## src/sv/abfp_pkg.sv

```systemverilog
`timescale 1ns / 1ps
`default_nettype none
// ----------------------------------------------------------------------------
// abfp_pkg
// Shared types, widths and constants of the adaptive batch flush policy block.
// ----------------------------------------------------------------------------
package abfp_pkg;

  // field widths
  localparam int ChanW    = 3;
  localparam int HandleW  = 32;
  localparam int TimeW    = 32;
  localparam int CntW     = 17;
  localparam int ThrW     = 16;
  localparam int WinW     = 12;
  localparam int FacW     = 5;
  localparam int ActW     = 2;

  // per-channel state
  localparam int NumChannels = 8;
  localparam int ChIdxW      = (NumChannels > 1) ? $clog2(NumChannels) : 1;

  // command queue between front and back
  localparam int QDepth = 2;
  localparam int QPtrW  = $clog2(QDepth);
  localparam int QCntW  = $clog2(QDepth + 1);

  // divider: quotient bits resolved per cycle
  localparam int DivBitsPerCycle = 4;
  localparam int DivSteps        = ThrW / DivBitsPerCycle;
  localparam int DivCntW         = (DivSteps > 1) ? $clog2(DivSteps) : 1;

  // products
  localparam int TfW   = ThrW + FacW;   // threshold times factor
  localparam int ProdW = TfW + WinW;    // times window
  localparam int QwW   = ThrW + WinW;   // quotient times window

  // configuration port
  localparam int CfgIdxW  = 3;
  localparam int CfgDataW = 16;

  localparam logic [ThrW-1:0] ThrResetVal = ThrW'(1);

  typedef enum logic [CfgIdxW-1:0] {
    CFG_FWD_EN  = 3'd0,
    CFG_WINDOW  = 3'd1,
    CFG_FACTOR  = 3'd2,
    CFG_THR_MAX = 3'd3,
    CFG_THR_MIN = 3'd4
  } cfg_reg_e;

  typedef enum logic [ActW-1:0] {
    ACT_DROP = 2'd0,
    ACT_HOLD = 2'd1,
    ACT_SEND = 2'd2
  } action_e;

  typedef enum logic [1:0] {
    OP_DROP   = 2'd0,
    OP_FLUSH  = 2'd1,
    OP_PACKET = 2'd2
  } op_e;

  typedef enum logic [1:0] {
    ST_IDLE = 2'd0,
    ST_DIV  = 2'd1,
    ST_MUL  = 2'd2,
    ST_FIN  = 2'd3
  } back_state_e;

  typedef struct packed {
    logic             fwd_en;
    logic [WinW-1:0]  window;
    logic [FacW-1:0]  factor;
    logic [ThrW-1:0]  thr_max;
    logic [ThrW-1:0]  thr_min;
  } cfg_t;

  typedef struct packed {
    op_e                op;
    logic [ChanW-1:0]   chan;
    logic [ChIdxW-1:0]  ch;
    logic [HandleW-1:0] handle;
    logic [TimeW-1:0]   now;
  } cmd_t;

  typedef struct packed {
    action_e            action;
    logic [ChanW-1:0]   chan;
    logic [HandleW-1:0] head;
    logic [CntW-1:0]    count;
    logic [ThrW-1:0]    thr;
  } result_t;

  typedef struct packed {
    logic            start;
    logic [ThrW-1:0] dividend;
    logic [FacW-1:0] divisor;
  } div_req_t;

endpackage : abfp_pkg
`default_nettype wire

```

## src/sv/adaptive_batch_flush_policy_top.sv

```systemverilog
`timescale 1ns / 1ps
`default_nettype none
// ----------------------------------------------------------------------------
// adaptive_batch_flush_policy_top
// Per-channel packet batching with a threshold that adapts to arrival rate.
// ----------------------------------------------------------------------------
// Every accepted transaction yields exactly one result transaction, in order.
// Transactions pass a two-entry command queue into the execution back end,
// which handles an item whose channel window stays open straight from idle
// once the output register is free, and takes an item that closes its window
// through these steps: read the channel and start the divider, divide the
// threshold by the growth factor, take the quotient, one multiply stage that
// replaces the packet-rate divide by compares, and a write-back that waits
// while the output register stays stalled. Results sit in an output register,
// so new items keep entering the queue while a result is stalled.
// Channel state resets immediately (no clearing pass); thresholds reset to one.
// Configuration writes are always ready and must only be issued while idle.
module adaptive_batch_flush_policy_top import abfp_pkg::*; (
  input  wire logic                clk_i,
  input  wire logic                rst_ni,
  // input channel
  input  wire logic                in_valid_i,
  output logic                     in_stall_o,
  input  wire logic                req_type_i,
  input  wire logic [ChanW-1:0]    channel_i,
  input  wire logic [HandleW-1:0]  node_handle_i,
  input  wire logic [TimeW-1:0]    now_sec_i,
  // output channel
  output logic                     out_valid_o,
  input  wire logic                out_stall_i,
  output logic [ActW-1:0]          action_o,
  output logic [ChanW-1:0]         out_channel_o,
  output logic [HandleW-1:0]       batch_head_o,
  output logic [CntW-1:0]          batch_count_o,
  output logic [ThrW-1:0]          threshold_now_o,
  // configuration write channel
  input  wire logic                cfg_valid_i,
  output logic                     cfg_ready_o,
  input  wire logic [CfgIdxW-1:0]  cfg_index_i,
  input  wire logic [CfgDataW-1:0] cfg_data_i
);

  cfg_t    cfg_q;
  cmd_t    front_cmd;
  cmd_t    q_cmd;
  logic    push;
  logic    q_full;
  logic    q_valid;
  logic    q_pop;
  result_t result;

  // configuration registers
  assign cfg_ready_o = 1'b1;

  always_ff @(posedge clk_i or negedge rst_ni) begin
    if (!rst_ni) begin
      cfg_q.fwd_en  <= 1'b1;
      cfg_q.window  <= WinW'(1);
      cfg_q.factor  <= FacW'(2);
      cfg_q.thr_max <= ThrW'(1024);
      cfg_q.thr_min <= ThrW'(1);
    end else if (cfg_valid_i && cfg_ready_o) begin
      case (cfg_index_i)
        CFG_FWD_EN:  cfg_q.fwd_en  <= cfg_data_i[0];
        CFG_WINDOW:  cfg_q.window  <= cfg_data_i[WinW-1:0];
        CFG_FACTOR:  cfg_q.factor  <= cfg_data_i[FacW-1:0];
        CFG_THR_MAX: cfg_q.thr_max <= cfg_data_i[ThrW-1:0];
        CFG_THR_MIN: cfg_q.thr_min <= cfg_data_i[ThrW-1:0];
        default: begin
        end
      endcase
    end
  end

  // front end
  abfp_front u_front (
    .in_valid_i    (in_valid_i),
    .in_stall_o    (in_stall_o),
    .req_type_i    (req_type_i),
    .channel_i     (channel_i),
    .node_handle_i (node_handle_i),
    .now_sec_i     (now_sec_i),
    .fwd_en_i      (cfg_q.fwd_en),
    .q_full_i      (q_full),
    .push_o        (push),
    .cmd_o         (front_cmd)
  );

  // command queue
  abfp_queue u_queue (
    .clk_i   (clk_i),
    .rst_ni  (rst_ni),
    .push_i  (push),
    .cmd_i   (front_cmd),
    .full_o  (q_full),
    .pop_i   (q_pop),
    .valid_o (q_valid),
    .cmd_o   (q_cmd)
  );

  // back end
  abfp_back u_back (
    .clk_i       (clk_i),
    .rst_ni      (rst_ni),
    .cfg_i       (cfg_q),
    .cmd_valid_i (q_valid),
    .cmd_i       (q_cmd),
    .cmd_pop_o   (q_pop),
    .out_valid_o (out_valid_o),
    .out_stall_i (out_stall_i),
    .result_o    (result)
  );

  assign action_o        = result.action;
  assign out_channel_o   = result.chan;
  assign batch_head_o    = result.head;
  assign batch_count_o   = result.count;
  assign threshold_now_o = result.thr;

endmodule : adaptive_batch_flush_policy_top
`default_nettype wire

```

## src/sv/abfp_front.sv

```systemverilog
`timescale 1ns / 1ps
`default_nettype none
// ----------------------------------------------------------------------------
// abfp_front
// Accepts input transactions, classifies them into drop, flush or packet
// commands and pushes them into the command queue.
// ----------------------------------------------------------------------------
module abfp_front import abfp_pkg::*; (
  input  wire logic               in_valid_i,
  output logic                    in_stall_o,
  input  wire logic               req_type_i,
  input  wire logic [ChanW-1:0]   channel_i,
  input  wire logic [HandleW-1:0] node_handle_i,
  input  wire logic [TimeW-1:0]   now_sec_i,
  input  wire logic               fwd_en_i,
  input  wire logic               q_full_i,
  output logic                    push_o,
  output cmd_t                    cmd_o
);

  // stall while the queue has no room
  assign in_stall_o = q_full_i;
  assign push_o     = in_valid_i && !q_full_i;

  // classify the transaction
  always_comb begin
    if (!fwd_en_i) begin
      cmd_o.op = OP_DROP;
    end else if (req_type_i) begin
      cmd_o.op = OP_FLUSH;
    end else begin
      cmd_o.op = OP_PACKET;
    end
    cmd_o.chan   = channel_i;
    cmd_o.ch     = ChIdxW'(channel_i % NumChannels);
    cmd_o.handle = node_handle_i;
    cmd_o.now    = now_sec_i;
  end

endmodule : abfp_front
`default_nettype wire

```

## src/sv/abfp_queue.sv

```systemverilog
`timescale 1ns / 1ps
`default_nettype none
// ----------------------------------------------------------------------------
// abfp_queue
// Short command queue that decouples the front from the back.
// ----------------------------------------------------------------------------
module abfp_queue import abfp_pkg::*; (
  input  wire logic clk_i,
  input  wire logic rst_ni,
  input  wire logic push_i,
  input  wire cmd_t cmd_i,
  output logic      full_o,
  input  wire logic pop_i,
  output logic      valid_o,
  output cmd_t      cmd_o
);

  cmd_t             mem_q [QDepth];
  logic [QPtrW-1:0] wr_ptr_q, wr_ptr_d;
  logic [QPtrW-1:0] rd_ptr_q, rd_ptr_d;
  logic [QCntW-1:0] cnt_q, cnt_d;
  logic             do_push, do_pop;

  assign full_o  = (cnt_q == QCntW'(QDepth));
  assign valid_o = (cnt_q != '0);
  assign cmd_o   = mem_q[rd_ptr_q];
  assign do_push = push_i && !full_o;
  assign do_pop  = pop_i && valid_o;

  // pointer and fill count update
  always_comb begin
    wr_ptr_d = wr_ptr_q;
    rd_ptr_d = rd_ptr_q;
    cnt_d    = cnt_q;
    if (do_push) begin
      wr_ptr_d = (wr_ptr_q == QPtrW'(QDepth - 1)) ? '0 : wr_ptr_q + 1'b1;
    end
    if (do_pop) begin
      rd_ptr_d = (rd_ptr_q == QPtrW'(QDepth - 1)) ? '0 : rd_ptr_q + 1'b1;
    end
    if (do_push && !do_pop) begin
      cnt_d = cnt_q + 1'b1;
    end else if (do_pop && !do_push) begin
      cnt_d = cnt_q - 1'b1;
    end
  end

  always_ff @(posedge clk_i or negedge rst_ni) begin
    if (!rst_ni) begin
      wr_ptr_q <= '0;
      rd_ptr_q <= '0;
      cnt_q    <= '0;
    end else begin
      wr_ptr_q <= wr_ptr_d;
      rd_ptr_q <= rd_ptr_d;
      cnt_q    <= cnt_d;
    end
  end

  // entry storage
  always_ff @(posedge clk_i) begin
    if (do_push) begin
      mem_q[wr_ptr_q] <= cmd_i;
    end
  end

endmodule : abfp_queue
`default_nettype wire

```

## src/sv/abfp_div.sv

```systemverilog
`timescale 1ns / 1ps
`default_nettype none
// ----------------------------------------------------------------------------
// abfp_div
// Restoring divider of the threshold by the growth factor, DivBitsPerCycle
// quotient bits per cycle.
// ----------------------------------------------------------------------------
module abfp_div import abfp_pkg::*; (
  input  wire logic       clk_i,
  input  wire logic       rst_ni,
  input  wire div_req_t   req_i,
  output logic            done_o,
  output logic [ThrW-1:0] quo_o
);

  logic [FacW-1:0]    rem_q, rem_d;
  logic [ThrW-1:0]    quo_q, quo_d;
  logic [FacW-1:0]    dvs_q;
  logic [DivCntW-1:0] cnt_q;
  logic               busy_q;
  logic               done_q;

  assign done_o = done_q;
  assign quo_o  = quo_q;

  // several compare-subtract steps per cycle
  always_comb begin
    logic [FacW:0] part;
    rem_d = rem_q;
    quo_d = quo_q;
    part  = '0;
    for (int i = 0; i < DivBitsPerCycle; i++) begin
      part  = {rem_d, quo_d[ThrW-1]};
      quo_d = {quo_d[ThrW-2:0], 1'b0};
      if (part >= {1'b0, dvs_q}) begin
        part     = part - {1'b0, dvs_q};
        quo_d[0] = 1'b1;
      end
      rem_d = part[FacW-1:0];
    end
  end

  // step control
  always_ff @(posedge clk_i or negedge rst_ni) begin
    if (!rst_ni) begin
      busy_q <= 1'b0;
      done_q <= 1'b0;
      cnt_q  <= '0;
    end else if (req_i.start) begin
      busy_q <= 1'b1;
      done_q <= 1'b0;
      cnt_q  <= '0;
    end else if (busy_q) begin
      cnt_q <= cnt_q + 1'b1;
      if (cnt_q == DivCntW'(DivSteps - 1)) begin
        busy_q <= 1'b0;
        done_q <= 1'b1;
      end
    end else begin
      done_q <= 1'b0;
    end
  end

  // operand and partial result registers
  always_ff @(posedge clk_i) begin
    if (req_i.start) begin
      rem_q <= '0;
      quo_q <= req_i.dividend;
      dvs_q <= req_i.divisor;
    end else if (busy_q) begin
      rem_q <= rem_d;
      quo_q <= quo_d;
    end
  end

endmodule : abfp_div
`default_nettype wire

```

## src/sv/abfp_back.sv

```systemverilog
`timescale 1ns / 1ps
`default_nettype none
// ----------------------------------------------------------------------------
// abfp_back
// Carries out queued commands: per-channel batching, batch send decision and
// threshold adaptation at the end of each measurement window.
// ----------------------------------------------------------------------------
module abfp_back import abfp_pkg::*; (
  input  wire logic clk_i,
  input  wire logic rst_ni,
  input  wire cfg_t cfg_i,
  input  wire logic cmd_valid_i,
  input  wire cmd_t cmd_i,
  output logic      cmd_pop_o,
  output logic      out_valid_o,
  input  wire logic out_stall_i,
  output result_t   result_o
);

  // per-channel state
  logic [CntW-1:0]    pend_q  [NumChannels];
  logic [HandleW-1:0] head_q  [NumChannels];
  logic [ThrW-1:0]    thr_q   [NumChannels];
  logic [TimeW-1:0]   wp_q    [NumChannels];
  logic [TimeW-1:0]   start_q [NumChannels];

  back_state_e state_q, state_d;

  // working registers of a closing window
  logic [ChIdxW-1:0]  w_ch_q;
  logic [ChanW-1:0]   w_chan_q;
  logic [TimeW-1:0]   w_now_q;
  logic [ThrW-1:0]    w_t_q;
  logic [TimeW-1:0]   w_wp_q;
  logic               w_send_q;
  logic [HandleW-1:0] w_head_q;
  logic [CntW-1:0]    w_count_q;
  logic [TfW-1:0]     tf_q;
  logic [ProdW-1:0]   prod_q;
  logic [QwW-1:0]     qw_q;

  // output register
  logic    out_valid_q, out_valid_d;
  result_t out_q;

  logic [WinW-1:0]    win_eff;
  logic [FacW-1:0]    fac_eff;
  logic [ThrW-1:0]    t0, t1;
  logic [CntW-1:0]    p0, p1;
  logic [HandleW-1:0] h0, h1;
  logic [TimeW-1:0]   wp0, wp1;
  logic [TimeW-1:0]   s0;
  logic               is_drop;
  logic               send;
  logic               closing;
  logic               out_free;
  logic               item_wr;
  logic               open_wr;
  logic               fin_wr;
  logic               load_idle;
  logic               grow;
  logic               shrink;
  logic [ThrW-1:0]    t_new;
  logic [ThrW-1:0]    div_quo;
  logic               div_done;
  div_req_t           div_req;
  result_t            res_d;

  // zero window and zero factor act as one
  assign win_eff = (cfg_i.window == '0) ? WinW'(1) : cfg_i.window;
  assign fac_eff = (cfg_i.factor == '0) ? FacW'(1) : cfg_i.factor;

  assign out_free = !out_valid_q || !out_stall_i;
  assign is_drop  = (cmd_i.op == OP_DROP);

  // read-modify of the channel named by the queue head
  always_comb begin
    t0  = thr_q[cmd_i.ch];
    p0  = pend_q[cmd_i.ch];
    h0  = head_q[cmd_i.ch];
    wp0 = wp_q[cmd_i.ch];
    s0  = start_q[cmd_i.ch];
    t1  = t0;
    p1  = p0;
    h1  = h0;
    wp1 = wp0;
    if (cmd_i.op == OP_FLUSH) begin
      t1 = '0;
    end else if (cmd_i.op == OP_PACKET) begin
      if (p0 == '0) begin
        h1 = cmd_i.handle;
      end
      p1  = p0 + 1'b1;
      wp1 = wp0 + 1'b1;
    end
    send    = (p1 > CntW'(t1));
    closing = ((TimeW+1)'(s0) + (TimeW+1)'(win_eff)) < (TimeW+1)'(cmd_i.now);
  end

  // window close comparisons, without a divider on the packet count
  always_comb begin
    grow   = (ProdW+1)'(w_wp_q) >= ((ProdW+1)'(prod_q) + (ProdW+1)'(win_eff));
    shrink = w_wp_q < TimeW'(qw_q);
    if (grow) begin
      t_new = (tf_q > TfW'(cfg_i.thr_max)) ? cfg_i.thr_max : tf_q[ThrW-1:0];
    end else if (shrink) begin
      t_new = (div_quo < cfg_i.thr_min) ? cfg_i.thr_min : div_quo;
    end else begin
      t_new = w_t_q;
    end
  end

  // next state
  always_comb begin
    state_d = state_q;
    case (state_q)
      ST_IDLE: begin
        if (cmd_valid_i && !is_drop && closing) begin
          state_d = ST_DIV;
        end
      end
      ST_DIV: begin
        if (div_done) begin
          state_d = ST_MUL;
        end
      end
      ST_MUL: begin
        state_d = ST_FIN;
      end
      ST_FIN: begin
        if (out_free) begin
          state_d = ST_IDLE;
        end
      end
      default: begin
        state_d = ST_IDLE;
      end
    endcase
  end

  // control strobes
  always_comb begin
    cmd_pop_o = 1'b0;
    item_wr   = 1'b0;
    open_wr   = 1'b0;
    load_idle = 1'b0;
    fin_wr    = 1'b0;
    case (state_q)
      ST_IDLE: begin
        if (cmd_valid_i) begin
          if (is_drop) begin
            cmd_pop_o = out_free;
            load_idle = out_free;
          end else if (closing) begin
            cmd_pop_o = 1'b1;
            item_wr   = 1'b1;
          end else begin
            cmd_pop_o = out_free;
            item_wr   = out_free;
            open_wr   = out_free;
            load_idle = out_free;
          end
        end
      end
      ST_FIN: begin
        fin_wr = out_free;
      end
      default: begin
        cmd_pop_o = 1'b0;
      end
    endcase
  end

  // divider request on a closing window
  always_comb begin
    div_req.start    = item_wr && !open_wr;
    div_req.dividend = t1;
    div_req.divisor  = fac_eff;
  end

  abfp_div u_div (
    .clk_i  (clk_i),
    .rst_ni (rst_ni),
    .req_i  (div_req),
    .done_o (div_done),
    .quo_o  (div_quo)
  );

  // result selection
  always_comb begin
    if (fin_wr) begin
      res_d.action = w_send_q ? ACT_SEND : ACT_HOLD;
      res_d.chan   = w_chan_q;
      res_d.head   = w_head_q;
      res_d.count  = w_count_q;
      res_d.thr    = t_new;
    end else if (is_drop) begin
      res_d.action = ACT_DROP;
      res_d.chan   = cmd_i.chan;
      res_d.head   = '0;
      res_d.count  = '0;
      res_d.thr    = t0;
    end else begin
      res_d.action = send ? ACT_SEND : ACT_HOLD;
      res_d.chan   = cmd_i.chan;
      res_d.head   = send ? h1 : '0;
      res_d.count  = send ? p1 : '0;
      res_d.thr    = t1;
    end
  end

  always_comb begin
    out_valid_d = out_valid_q;
    if (load_idle || fin_wr) begin
      out_valid_d = 1'b1;
    end else if (!out_stall_i) begin
      out_valid_d = 1'b0;
    end
  end

  // control registers
  always_ff @(posedge clk_i or negedge rst_ni) begin
    if (!rst_ni) begin
      state_q     <= ST_IDLE;
      out_valid_q <= 1'b0;
    end else begin
      state_q     <= state_d;
      out_valid_q <= out_valid_d;
    end
  end

  // channel state with reset values
  always_ff @(posedge clk_i or negedge rst_ni) begin
    if (!rst_ni) begin
      for (int i = 0; i < NumChannels; i++) begin
        pend_q[i]  <= '0;
        thr_q[i]   <= ThrResetVal;
        wp_q[i]    <= '0;
        start_q[i] <= '0;
      end
    end else begin
      if (item_wr) begin
        pend_q[cmd_i.ch] <= send ? '0 : p1;
      end
      if (open_wr) begin
        thr_q[cmd_i.ch] <= t1;
        wp_q[cmd_i.ch]  <= wp1;
      end
      if (fin_wr) begin
        thr_q[w_ch_q]   <= t_new;
        wp_q[w_ch_q]    <= '0;
        start_q[w_ch_q] <= w_now_q;
      end
    end
  end

  // batch head handles, valid once written
  always_ff @(posedge clk_i) begin
    if (item_wr && !send) begin
      head_q[cmd_i.ch] <= h1;
    end
  end

  // working registers and products
  always_ff @(posedge clk_i) begin
    if (div_req.start) begin
      w_ch_q    <= cmd_i.ch;
      w_chan_q  <= cmd_i.chan;
      w_now_q   <= cmd_i.now;
      w_t_q     <= t1;
      w_wp_q    <= wp1;
      w_send_q  <= send;
      w_head_q  <= send ? h1 : '0;
      w_count_q <= send ? p1 : '0;
      tf_q      <= TfW'(t1) * TfW'(fac_eff);
    end
    prod_q <= ProdW'(tf_q) * ProdW'(win_eff);
    qw_q   <= QwW'(div_quo) * QwW'(win_eff);
  end

  always_ff @(posedge clk_i) begin
    if (load_idle || fin_wr) begin
      out_q <= res_d;
    end
  end

  assign out_valid_o = out_valid_q;
  assign result_o    = out_q;

endmodule : abfp_back
`default_nettype wire

```

## config.mk

```make
export PLATFORM = sky130hd
export DESIGN_NAME = adaptive_batch_flush_policy_top
export DESIGN_NICKNAME = d
export VERILOG_FILES = /design/src/sv/abfp_pkg.sv /design/src/sv/adaptive_batch_flush_policy_top.sv /design/src/sv/abfp_front.sv /design/src/sv/abfp_queue.sv /design/src/sv/abfp_div.sv /design/src/sv/abfp_back.sv
export SDC_FILE = /design/constraint.sdc
export NUM_CORES = 2
export LEC_CHECK = 0
export ABC_AREA = 1
export BUFFER_PORTS_ARGS = -buffer_cell sky130_fd_sc_hd__buf_2
export CAP_MARGIN = 25
export CELL_PAD_IN_SITES_DETAIL_PLACEMENT = 0
export CELL_PAD_IN_SITES_GLOBAL_PLACEMENT = 1
export CORE_MARGIN = 1.5
export CORE_UTILIZATION = 53
export DETAILED_ROUTE_END_ITERATION = 16
export MAX_ROUTING_LAYER = met4
export PLACE_DENSITY_LB_ADDON = 0.1
export SYNTH_ARGS = -nofsm -noshare
export SYNTH_HDL_FRONTEND = slang
export SYNTH_SLANG_ARGS = --single-unit
```

## constraint.sdc

```tcl
create_clock -name clk_i -period 13.8 [get_ports clk_i]
set_input_delay 1.38 -clock clk_i [delete_from_list [all_inputs] [get_ports clk_i]]
set_output_delay 1.38 -clock clk_i [all_outputs]
set_load 0.02 [all_outputs]
```

==> impl_metrics.env <==
export IMPL_status="completed"
export IMPL_cts_sinks=1542
export IMPL_max_stage_delay_ps=810
export IMPL_ys_warn_count=0
export IMPL_gp_routability_congestion=0.929
export IMPL_finalSetupViolCount=0
export IMPL_grt_antenna_before_repair=15
export IMPL_grt_ovfl_total=0
export IMPL_synth_avg_cell_area_sq_um=8.04
export IMPL_synthToLayoutAreaGrowth_pct=9.05
export IMPL_postCtsSetupRepairBufs=0
export IMPL_dieArea_sq_um=180000
export IMPL_criticalPathCategory="reg2reg"
export IMPL_synth_compound_area_share_pct=7.33
export IMPL_cp_slowest_cell="buf_4"
export IMPL_wl_um=312000
export IMPL_crit_cells=36
export IMPL_busiest_layer="met2"
export IMPL_use_met3_pct=5.30
export IMPL_via_count=78923
export IMPL_synth_nets=12521
export IMPL_io_pins=165
export IMPL_drive_gt1_share_pct=6.28
export IMPL_relSlewSlack_pct=23.1
export IMPL_drv_slew=0
export IMPL_synth_area_leaders="dfrtp_1 (22%), edfxtp_1 (20%), nand2_1 (16%)"
export IMPL_ys_ff_latch=1542
export IMPL_holdPathStages=2
export IMPL_synth_top_cell_area_share_pct=21.9
export IMPL_clk_pin_slew_ps=60
export IMPL_synth_edf_count=639
export IMPL_die_w_um=424
export IMPL_ant_nets=0
export IMPL_yosysTopAreaCell="dfrtp_1"
export IMPL_synthMuxAreaShare_pct=0.0106
export IMPL_drcViolationCount=0
export IMPL_start_kind="flop"
export IMPL_yosysMostFrequentCell="nand2_1"
export IMPL_clockRootBuffer="clkbuf_16"
export IMPL_hp_class="reg2reg"
export IMPL_ctsHtreeMaxLevel=4
export IMPL_die_h_um=424
export IMPL_grt_max_degree=180
export IMPL_grt_pass1_wl_um=474000
export IMPL_drt_pass1_iter_count=8
export IMPL_worst_pin_slew_ps=1150
export IMPL_ys_types=64
export IMPL_grt_met2_usage_pct=54.9
export IMPL_synth_adder_area_share_pct=12.8
export IMPL_path_delay_family="simple AND/OR/NAND/NOR gates"
export IMPL_max_freq_mhz=95.8
export IMPL_reg2reg_depth=36
export IMPL_nets=12397
export IMPL_holdWs_ps=469
export IMPL_min_period_ps=10440
export IMPL_grtUsageMet1_pct=47.8
export IMPL_ys_seq_area_share_pct=44.1
export IMPL_holdBufCountCts=0
export IMPL_drv_cap=0
export IMPL_num_rows=154
export IMPL_post_route_period_util_pct=75.7
export IMPL_path_max_fanout=147
export IMPL_async_flop_share_pct=54.3
export IMPL_synthesis_area_sq_um=94000
export IMPL_cp_common_cell="nand2_1"
export IMPL_synthSimpleGateAreaFrac_pct=24.9
export IMPL_vias_per_cell=5.61
export IMPL_grt_usage_pct=35.8
export IMPL_dpl_hpwl_um=202000
export IMPL_synth_xor_area_share_pct=1.56
export IMPL_synth_flop_cell="dfrtp_1"
export IMPL_wl_per_cell_um=22.2
export IMPL_critPathRequiredTime_ps=14500
export IMPL_crit_arrival_ps=11140
export IMPL_cts_buffers=170
export IMPL_post_cts_resized=0
export IMPL_endpoint_kind="flop"
export IMPL_start_util_pct=53.4
export IMPL_synth_top_cells_by_count="nand2_1 (4128), inv_1 (1610), dfrtp_1 (824)"
export IMPL_syn_instance_count=11694
export IMPL_drt_iter0_markers=8768
export IMPL_grt_pass1_vias=76358
export IMPL_synth_top_family_by_area="simple AND/OR/NAND/NOR gates"
export IMPL_grt_setup_unrepaired="false"
export IMPL_cts_buffer_depth=3
export IMPL_tns_ps=0
export IMPL_fin_skew_ps=67.7
export IMPL_port_buffers=163
export IMPL_design_core_area_sq_um=176000
export IMPL_cts_tree="done"
export IMPL_clock_latency_ps=840
export IMPL_path_buf_inv=7
export IMPL_hold_violations=0
-- worst register-to-register path, delay by kind of cell, from the launching register on --
kind	cells	cell delay (ps)
xor+xnor	1	170
fa+ha+maj	3	990
simple gates	22	4040
flops	1	780
buf+inv	7	3290
compound gates	3	1030
-- cell families after synthesis --
kind of cell	count (synthesis)
and+or+nand+nor	5750
DFF	1542
adders and majority gates	735
muxes	1
AOI/OAI and AO/OA	1245
other	1
buffers and inverters	2254
xor gates and xnor gates	166
-- layout make-up --
cell class	instances	area, sq um
fillers	16117	73600
multi-input cells	7898	44100
flip-flops and latches	1542	41500
inverters	1636	6160
clock buffers	245	4770
well taps	2340	2930
repair buffers	322	2200
clock inverters	71	885
diodes	8	20.0
-- path summary, 6_finish.rpt --
kind	startpoint	endpoint	slack, ps
max reg2reg	u_queue.rd_ptr_q$_DFFE_PN0P_	u_back.wp_q[58]$_DFF_PN0_	3360
max in group asynchronous	rst_ni	u_queue.rd_ptr_q$_DFFE_PN0P_	10670
max	u_queue.rd_ptr_q$_DFFE_PN0P_	u_back.wp_q[58]$_DFF_PN0_	3360
min in group asynchronous	rst_ni	u_back.start_q[8]$_DFFE_PN0P_	650
min	u_back.pend_q[16]$_DFFE_PN0P_	u_back.pend_q[16]$_DFFE_PN0P_	470
min reg2reg	u_back.pend_q[16]$_DFFE_PN0P_	u_back.pend_q[16]$_DFFE_PN0P_	470
-- state kept, by name (all words and copies together), names as in the netlist, 33 cells and up --
register / count
u_back.thr_q: 128
u_queue.mem_q: 138
u_back.start_q: 256
u_back.result_o: 70
u_back.head_q: 256
cfg_q: 50
u_back.pend_q: 136
u_back.prod_q: 33
u_back.wp_q: 256
-- metal layers --
metal	share of wire (%)	up-vias
li1	-	36600
met1	42	38418
met2	45	3291
met3	8.2	614
met4	4.5	0
met5	0	-
-- metrics by stage --
step / cells / setup WS, ps / utilization, % / instance area [sq um]
after detailed placement: 13735 / 3580 / 55.0 / 96800
after global placement: 13731 / 3680 / 54.9 / 96700
after floorplan: 11694 / 4750 / - / 94000
after global routing: 14060 / 2630 / 58.2 / 103000
after CTS: 14051 / 3500 / 58.2 / 102000
final: 14062 / 3360 / 58.2 / 103000
-- cells in the final DEF (no fill, tap or decap), types with 17 or more instances in the layout --
| master | netlist | layout |
|---|---|---|
| nor3_1 | 31 | 30 |
| nand3_1 | 569 | 556 |
| clkinv_1 | 6 | 22 |
| o21ai_1 | 78 | 77 |
| a22oi_1 | 105 | 105 |
| xnor2_1 | 45 | 45 |
| nand4_1 | 219 | 219 |
| inv_2 | 20 | 20 |
| clkbuf_8 | 0 | 17 |
| buf_2 | 144 | 162 |
| xor2_1 | 119 | 119 |
| edfxtp_1 | 639 | 639 |
| nor2_1 | 674 | 657 |
| ha_1 | 357 | 357 |
| nor2_4 | 9 | 25 |
| buf_4 | 13 | 145 |
| a21oi_1 | 207 | 207 |
| a221oi_1 | 29 | 29 |
| nand2_1 | 4128 | 4119 |
| o22ai_1 | 46 | 46 |
| dfrtp_1 | 824 | 823 |
| nand3_2 | 15 | 26 |
| clkbuf_16 | 0 | 173 |
| inv_1 | 1610 | 1601 |
| or2_2 | 37 | 37 |
| a31oi_1 | 17 | 17 |
| o21ai_0 | 694 | 693 |
| clkbuf_1 | 362 | 55 |
| dfxtp_1 | 66 | 66 |
| fa_1 | 378 | 378 |
| clkinv_2 | 0 | 25 |
Power is not shown: default switching activity piles up to over one toggle a cycle in this logic, so the estimate is an artifact.
